File: config.mk
export PLATFORM = sky130hd
export DESIGN_NAME = hilbert_index_encode
export DESIGN_NICKNAME = d
export VERILOG_FILES = /design/src/hie_pkg.sv /design/src/hilbert_index_encode.sv /design/src/hie_cell.sv
export SDC_FILE = /design/constraint.sdc
export NUM_CORES = 1
export LEC_CHECK = 0
export ABC_CLOCK_PERIOD_IN_PS = 84900
export BUFFER_PORTS_ARGS = -buffer_cell sky130_fd_sc_hd__buf_2
export CORE_ASPECT_RATIO = 0.6
export CORE_MARGIN = 2
export CORE_UTILIZATION = 60
export CTS_BUF_LIST = sky130_fd_sc_hd__clkbuf_8
export DETAILED_ROUTE_END_ITERATION = 12
export PLACE_DENSITY = 0.83
export SKIP_LAST_GASP = 1
export SLEW_MARGIN = 0
export SYNTH_ARGS = -nofsm -noshare
export SYNTH_HDL_FRONTEND = slang
export SYNTH_SLANG_ARGS = --single-unit
File: constraint.sdc
create_clock -name aclk -period 84.9 [get_ports aclk]
set_input_delay 16.98 -clock aclk [delete_from_list [all_inputs] [get_ports aclk]]
set_output_delay 16.98 -clock aclk [all_outputs]
set_load 0.05 [all_outputs]
File: src/hie_pkg.sv
package hie_pkg;

    localparam int DIMS   = 3;
    localparam int LEVELS = 21;
    localparam int KEY_W  = 63;
    localparam int ROT_W  = (DIMS > 1) ? $clog2(DIMS) : 1;
    localparam int JMP_W  = $clog2(DIMS + 1);
    localparam int SUM_W  = $clog2(2 * DIMS - 1);

    typedef logic [DIMS-1:0]   digit_t;
    typedef logic [ROT_W-1:0]  rot_t;
    typedef logic [JMP_W-1:0]  jmp_t;
    typedef logic [LEVELS-1:0] coord_t;
    typedef logic [KEY_W-1:0]  key_t;

    typedef struct packed {
        logic                 valid;
        coord_t [DIMS-1:0]    coord;
        digit_t               w;
        digit_t               tt;
        rot_t                 rot;
        key_t                 key;
    } stage_t;

    function automatic digit_t rot_left(input digit_t v, input rot_t n);
        digit_t r;
        r = v;
        for (int k = 1; k < DIMS; k++) begin
            if (n == rot_t'(k)) begin
                r = digit_t'((v << k) | (v >> (DIMS - k)));
            end
        end
        return r;
    endfunction

    function automatic digit_t rot_right(input digit_t v, input rot_t n);
        digit_t r;
        r = v;
        for (int k = 1; k < DIMS; k++) begin
            if (n == rot_t'(k)) begin
                r = digit_t'((v >> k) | (v << (DIMS - k)));
            end
        end
        return r;
    endfunction

    function automatic digit_t gray_inverse(input digit_t s);
        digit_t p;
        p[DIMS-1] = s[DIMS-1];
        for (int k = DIMS - 2; k >= 0; k--) begin
            p[k] = s[k] ^ p[k+1];
        end
        return p;
    endfunction

    function automatic jmp_t jump_of(input digit_t p);
        jmp_t j;
        j = jmp_t'(DIMS);
        for (int i = DIMS - 1; i >= 1; i--) begin
            if (p[i] != p[0]) begin
                j = jmp_t'(DIMS - i);
            end
        end
        return j;
    endfunction

    function automatic digit_t entry_code(input digit_t p);
        digit_t q;
        q = p[0] ? (p - digit_t'(1)) : (p - digit_t'(2));
        if (p < digit_t'(3)) begin
            return '0;
        end
        return q ^ (q >> 1);
    endfunction

endpackage

File: src/hilbert_index_encode.sv
// hilbert key encoder for 3-d points, 21 bits per coordinate
// input channel s_*: one point per transaction, coordinates packed in s_tdata
// output channel m_*: one 63-bit hilbert key per point, in arrival order
// the datapath is a row of 21 cells, one per bit level, top level first;
// each cell folds one digit into the key and passes the running transform
// and rotation to its neighbor
// throughput: one point per cycle, the row advances every cycle it is not held
// when m_tvalid is high and m_tready low the whole row holds and s_tready
// drops; points already in flight are kept and none are lost
// reset (aresetn low, synchronous) clears every cell's valid flag, emptying
// the row; the other cell fields are not reset
module hilbert_index_encode (
    input  logic        aclk,
    input  logic        aresetn,
    input  logic        s_tvalid,
    output logic        s_tready,
    input  logic [63:0] s_tdata,   // coord_x [20:0], coord_y [41:21], coord_z [62:42], zero
    output logic        m_tvalid,
    input  logic        m_tready,
    output logic [63:0] m_tdata    // hilbert_key [62:0], zero
);
    import hie_pkg::*;

    stage_t st [LEVELS+1];
    logic   en;

    assign en       = m_tready || !st[LEVELS].valid;
    assign s_tready = en;

    always_comb begin
        st[0].valid = s_tvalid;
        for (int j = 0; j < DIMS; j++) begin
            st[0].coord[j] = s_tdata[j*LEVELS +: LEVELS];
        end
        st[0].w   = '0;
        st[0].tt  = '0;
        st[0].rot = '0;
        st[0].key = '0;
    end

    for (genvar k = 0; k < LEVELS; k++) begin : g_cell
        hie_cell #(
            .LVL (LEVELS - 1 - k)
        ) u_cell (
            .aclk    (aclk),
            .aresetn (aresetn),
            .en      (en),
            .st_i    (st[k]),
            .st_o    (st[k+1])
        );
    end

    assign m_tvalid = st[LEVELS].valid;
    assign m_tdata  = {{(64 - KEY_W){1'b0}}, st[LEVELS].key};

endmodule

File: src/hie_cell.sv
module hie_cell #(
    parameter int LVL = 0
) (
    input  logic            aclk,
    input  logic            aresetn,
    input  logic            en,
    input  hie_pkg::stage_t st_i,
    output hie_pkg::stage_t st_o
);
    import hie_pkg::*;

    localparam int SH = LVL * DIMS;

    digit_t          a;
    digit_t          w_next;
    digit_t          s;
    digit_t          p;
    logic [SUM_W-1:0] sum;
    stage_t          st_next;
    stage_t          st_reg;

    always_comb begin
        for (int j = 0; j < DIMS; j++) begin
            a[DIMS-1-j] = st_i.coord[j][LVL];
        end
        w_next = st_i.w ^ st_i.tt;
        s      = rot_left(a ^ w_next, st_i.rot);
        p      = gray_inverse(s);
        sum    = SUM_W'(st_i.rot) + SUM_W'(jump_of(p)) - SUM_W'(1);
        if (sum >= SUM_W'(DIMS)) begin
            sum = sum - SUM_W'(DIMS);
        end

        st_next       = st_i;
        st_next.w     = w_next;
        st_next.tt    = rot_right(entry_code(p), st_i.rot);
        st_next.rot   = rot_t'(sum);
        for (int b = 0; b < DIMS; b++) begin
            if (SH + b < KEY_W) begin
                st_next.key[SH+b] = st_i.key[SH+b] | p[b];
            end
        end
    end

    always_ff @(posedge aclk) begin
        if (!aresetn) begin
            st_reg.valid <= 1'b0;
        end else if (en) begin
            st_reg.valid <= st_next.valid;
        end
        if (en) begin
            st_reg.coord <= st_next.coord;
            st_reg.w     <= st_next.w;
            st_reg.tt    <= st_next.tt;
            st_reg.rot   <= st_next.rot;
            st_reg.key   <= st_next.key;
        end
    end

    assign st_o = st_reg;

endmodule

==> reports/results.tsv, run 1 <==
stage	metric	value	unit
timing	finalSetupTns	0	ns
setup_path	path_class	in -> out	
yosys	yosys.area_share.xor_xnor	0.0435	
setup_path	crit_chain	buf_2 -> nor2b_1 -> inv_8 -> buf_2	
cells_and_area	largest_reg_flops	1501	
yosys	synth_common_cells	edfxtp_1, nand2_1, nor2_1	
timing	final.min_clock_period	35.07	ns
yosys	synth_top_area_share	0.820	
timing	hold_viol_final	0	
cells_and_area	layout.area.seq	44900	sq um
setup_path	slowest_delay	0.39	ns
cells_and_area	stdcell_area	59900	sq um
yosys	syn_nets	3111	
clocking	ctsResizeCount	0	
yosys	synth_flop_cell	edfxtp_1	
route	wl_per_cell	15.2	um
timing	skew	0.0502	ns
setup_path	slowest_stage	nor2b_1	
yosys	synth_area_leaders	edfxtp_1, ha_1, xor2_1	
setup_path	cp_data_required_time	67.92	ns
yosys	yosysTopAreaCell	edfxtp_1	
yosys	ys_types	59	
placed_design	hpwl	42100	um
yosys	netlist_area	54200	sq um
yosys	yosys.area_share.simple	0.0437	
floorplan	rows	85	
clocking	tritoncts	done	
clocking	cts_buffer_depth	3	
yosys	synth-seq-cells	1501	
setup_path	crit_top_cell	buf_2	
yosys	synth_fa_ha_area_frac	0.0222	
setup_path	worstReg2RegStart	g_cell[20].u_cell.st_o[134]	
min_path	hold_class	reg -> reg	
yosys	synth_top_family_by_area	compound AO/OA/AOI/OAI gates	
timing	slew_headroom	0.218	
timing	worstMarginPinSlew	1.17	ns
timing	fin_crit_sh	0.413	
floorplan	ios	134	
clocking	numCtsBuffers	194	
setup_path	cp_max_fo	73	
placed_design	place_area	56300	sq um
global_routing	grt_pass1_vias	23000	
cells_and_area	multi_input_area	8600	sq um
global_routing	grt_overflow	0	
setup_path	startpoint	m_tready	
timing	setup_viol	0	
yosys	yosysSeqAreaShare	0.828	
clocking	cts-root-buf	clkbuf_8	
floorplan	core_area	89500	sq um
floorplan	start_util	0.605	
placed_design	gp_congestion	0.864	
status	status	completed	
timing	worst_slack	49.83	ns
route	drtAntennaViolNets	0	
cells_and_area	nNetsFinal	3409	
global_routing	antenna_found_initial	2	
setup_path	r2r_cells	6	
floorplan	die_height	237	um
floorplan	fp.dieW	392	um
min_path	hp-start	g_cell[15].u_cell.st_o[28]	
route	first_pass_iters	8	
yosys	async_reset_ff_frac	0	
yosys	synth_compound_area_frac	0.0460	
yosys	netlist_instances	2947	
global_routing	grt_max_degree	210	
route	viasPerCell	5.26	
setup_path	worstPathArrival	18.09	ns
setup_path	path_delay_family	buffers and inverters	
route	drc	0	
placed_design	post-place-ws	49.84	ns
setup_path	rrSetupSlack	79.84	ns
clocking	cts.clk_slew.worst_paths	0.06	ns
yosys	synthMuxAreaShare	0.00337	
setup_path	crit_path_end_kind	primary output	
global_routing	grt_pass1_wl	113000	um
route	initialDrtViolationCount	2077	
clocking	clock-sinks	1501	
yosys	synth_warnings	0	
route	routed_wl	70200	um
placed_design	numPortBuffers	131	
min_path	holdPathEnd	g_cell[16].u_cell.st_o[28]	
timing	fmax	0.0285	GHz
yosys	postSynthAreaPerCell	18.4	sq um
cells_and_area	fillerInstances	5582	
setup_path	timing.rr.end	g_cell[19].u_cell.st_o[21]	
clocking	htree_levels	4	
setup_path	critical_path_buf_inv_count	3	
yosys	yosysMostFrequentCell	edfxtp_1	
clocking	postCtsSetupBuffers	0	
cells_and_area	drive_gt1_frac	0.123	
setup_path	crit_cells	4	
global_routing	grt_use_total	0.153	
clocking	cts.hold.buffers_added	0	
timing	maxSlewViolCount	0	
cells_and_area	syn2layout_area_growth	10.5	%
setup_path	startpoint_type	input pin	
min_path	worstHoldPathCells	0	
floorplan	fp.dieArea	92800	sq um
clocking	clk_latency	0.86	ns
timing	rsz0062_at_grt	no	
run	cap_violations	0	
route	vias	24300	
yosys	synth-edff-count	1480	
==> cell families after synthesis <==
kind of cell    Yosys count
mux                      17
flops                  1501
compound gates          402
other cells               1
buf+inv                 186
fa+ha+maj                96
simple gates            535
xor+xnor                209
==> layout by cell type, fill, tap and decap left out, types with 12 or more instances in the layout <==
cell	Yosys	final
a211oi_1	17	17
a21boi_0	23	23
a21oi_1	124	124
a31oi_1	14	14
and2_1	12	12
buf_2	3	131
buf_4	1	14
clkbuf_8	0	203
clkinv_1	3	40
clkinv_2	0	21
dfxtp_1	21	21
edfxtp_1	1480	1480
ha_1	96	96
inv_1	137	211
nand2_1	203	203
nand2b_1	14	14
nand3_1	39	39
nor2_1	138	138
nor2b_1	32	32
nor3_1	68	68
o211ai_1	16	16
o21ai_0	112	112
o22ai_1	13	13
xnor2_1	71	71
xnor3_1	23	23
xor2_1	99	99
==> worst register-to-register path, stage by stage (launching register included) <==
cell and delay, ns:
dfxtp_1 0.31, nor2b_1 0.20, inv_8 0.36, buf_4 0.94, buf_4 1.00, buf_4 0.92
buf_4 0.88
==> per-layer routing <==
layer / vias up / part of all wire / global-route usage / routed length (um)
met4: 0 / 0.018 / 0.0626 / 1260
met1: 11600 / 0.44 / 0.213 / 30900
met5: - / 0 / 0 / 0
met3: 112 / 0.064 / 0.0388 / 4480
met2: 765 / 0.48 / 0.236 / 33700
li1: 11800 / - / - / -
==> how the worst max path moves through the flow <==
stage                           to
after floorplan           s_tready
after global placement    s_tready
after detailed placement  s_tready
after CTS                 s_tready
after global routing      s_tready
final                     s_tready
==> area by class of cell <==
cell class | count | share of cell area
well taps | 1218 | 0.0255
inverters | 141 | 0.00897
clock buffers | 203 | 0.0467
flip-flops and latches | 1501 | 0.749
multi-input cells | 1260 | 0.144
clock inverters | 147 | 0.0125
diodes | 2 | 0.0000836
repair buffers | 147 | 0.0134
==> per-stage QoR <==
stage,hold slack (ns),std cells,util
floorplan,0.400,2947,-
global placement,0.400,4267,0.629
detailed placement,0.405,4267,0.629
CTS,0.377,4617,0.669
global route,0.386,4619,0.669
finish,0.383,4619,0.669
Power of run 1 is left out: the tool's default activity adds up to more than one toggle a clock period on the data nets, which glitch-free logic cannot reach.
==> run 2: changes to the inputs <==
--- a/config.mk
+++ b/config.mk
@@ -5,14 +5,14 @@
 export SDC_FILE = /design/constraint.sdc
 export NUM_CORES = 1
 export LEC_CHECK = 0
-export ABC_CLOCK_PERIOD_IN_PS = 84900
+export ABC_CLOCK_PERIOD_IN_PS = 31100
 export BUFFER_PORTS_ARGS = -buffer_cell sky130_fd_sc_hd__buf_2
 export CORE_ASPECT_RATIO = 0.6
 export CORE_MARGIN = 2
-export CORE_UTILIZATION = 60
+export CORE_UTILIZATION = 58
 export CTS_BUF_LIST = sky130_fd_sc_hd__clkbuf_8
 export DETAILED_ROUTE_END_ITERATION = 12
-export PLACE_DENSITY = 0.83
+export PLACE_DENSITY = 0.84
 export SKIP_LAST_GASP = 1
 export SLEW_MARGIN = 0
 export SYNTH_ARGS = -nofsm -noshare
==> constraint.sdc (replaced) <==
create_clock -name aclk -period 31.1 [get_ports aclk]
set_input_delay 6.22 -clock aclk [delete_from_list [all_inputs] [get_ports aclk]]
set_output_delay 6.22 -clock aclk [all_outputs]
set_load 0.05 [all_outputs]
==> run 2 against run 1 <==
Via count rose by 1.1%. Design area up 0.13%. Non-clock buffer count shrank 4. First-iteration DRC count grew 17%. Utilization down 1.9 points. Sequential share of layout area fell by 0.094 points. Routed wire length increased by 4.7%.
==> reports/results.tsv, run 2 (synthesized netlist as in run 1, its figures left out) <==
stage	metric	value	unit
floorplan	start_util	0.587	
timing	fin_crit_sh	0.439	
timing	rsz0062_at_grt	no	
route	first_pass_iters	7	
placed_design	dpl.cell_count	4277	
global_routing	grt_overflow	0	
min_path	hold_class	reg -> reg	
global_routing	grt_pass1_wl	116000	um
timing	worst_slack	17.43	ns
clocking	clock-sinks	1501	
timing	setup_viol	0	
cells_and_area	nNetsFinal	3404	
setup_path	cp_data_required_time	24.88	ns
timing	finalSetupTns	0	ns
global_routing	antenna_found_initial	2	
cells_and_area	layoutNonFillerInstCount	4632	
cells_and_area	largest_reg_flops	1501	
clocking	postCtsSetupBuffers	0	
status	status	completed	
timing	skew	0.0490	ns
floorplan	rows	86	
clocking	tritoncts	done	
timing	hold_viol_final	0	
setup_path	crit_path_end_kind	primary output	
route	drtAntennaViolNets	0	
cells_and_area	fillerInstances	5768	
clocking	ctsResizeCount	0	
cells_and_area	syn2layout_area_growth	10.7	%
floorplan	core_area	92200	sq um
global_routing	grt_use_total	0.153	
timing	final.min_clock_period	13.67	ns
clocking	cts.hold.buffers_added	0	
floorplan	ios	134	
timing	fmax	0.0732	GHz
setup_path	path_class	in -> out	
placed_design	gp_congestion	0.873	
route	vias	24600	
cells_and_area	drive_gt1_frac	0.125	
clocking	cts.clk_slew.worst_paths	0.06	ns
route	wl_per_cell	15.9	um
placed_design	hpwl	43800	um
run	cap_violations	0	
clocking	cts_buffer_depth	3	
clocking	numCtsBuffers	193	
placed_design	numPortBuffers	131	
floorplan	fp.dieW	399	um
route	initialDrtViolationCount	2423	
clocking	htree_levels	4	
clocking	cts-root-buf	clkbuf_8	
route	routed_wl	73600	um
timing	worstMarginPinSlew	1.08	ns
cells_and_area	mostFrequentLayoutCells	edfxtp_1, inv_1, nand2_1, clkbuf_8, nor2_1	
global_routing	grt_pass1_vias	23400	
clocking	clk_latency	0.87	ns
timing	maxSlewViolCount	0	
timing	slew_headroom	0.281	
route	viasPerCell	5.30	
floorplan	fp.dieArea	95900	sq um
setup_path	startpoint_type	input pin	
setup_path	cp_max_fo	88	
global_routing	grt_max_degree	206	
placed_design	post-place-ws	17.49	ns
setup_path	worstPathArrival	7.45	ns
floorplan	die_height	241	um
cells_and_area	final_common_cell	edfxtp_1	
route	drc	0	
==> run 2: cell types whose count changed in the layout (fill, tap and decap cells not counted), sizes merged <==
cell      delta
clkinv       +8
diode        +1
clkinvlp     +1
clkbuf       -1
bufinv       +1
inv          -7
buf          -4
==> run 2: path summary, 6_finish.rpt <==
kind,start,cells past startpoint,slack [ns],end
max reg2reg,g_cell[20].u_cell.st_o[134],7,26.13,g_cell[6].u_cell.st_o[58]
min,g_cell[12].u_cell.st_o[97],0,0.40,g_cell[13].u_cell.st_o[97]
max,m_tready,5,17.43,s_tready
min reg2reg,g_cell[12].u_cell.st_o[97],0,0.40,g_cell[13].u_cell.st_o[97]
==> run 2: layout make-up <==
class                   count  area (sq um)  area share
inverters                 141           537     0.00895
diodes                      3          7.51    0.000125
repair buffers            143           808      0.0135
multi-input cells        1260          8600       0.144
clock buffers             202          2780      0.0464
well taps                1232          1540      0.0257
clock inverters           150           807      0.0135
flip-flops and latches   1501         44900       0.748
==> run 2: layer usage <==
layer / vias up / wire length (um) / track usage
met5: - / 0 / 0
met4: 0 / 1810 / 0.0654
met3: 175 / 4940 / 0.0401
met2: 866 / 35600 / 0.243
met1: 11700 / 31200 / 0.203
li1: 11800 / - / -
==> run 2: worst max-delay path, cell delays in order <==
cell     delay (ns)
buf_2          0.09
nor2b_1        0.04
buf_4          0.22
inv_8          0.41
buf_2          0.37
==> run 2: through the flow <==
step | area (sq um) | utilization | hold WS [ns]
final | 59900 | 0.650 | 0.395
after global routing | 59900 | 0.650 | 0.401
after CTS | 59900 | 0.650 | 0.388
after detailed placement | 56400 | 0.611 | 0.405
after global placement | 56400 | 0.611 | 0.400
after floorplan | 54200 | - | 0.400
Power of run 2 is left out for the same reason.
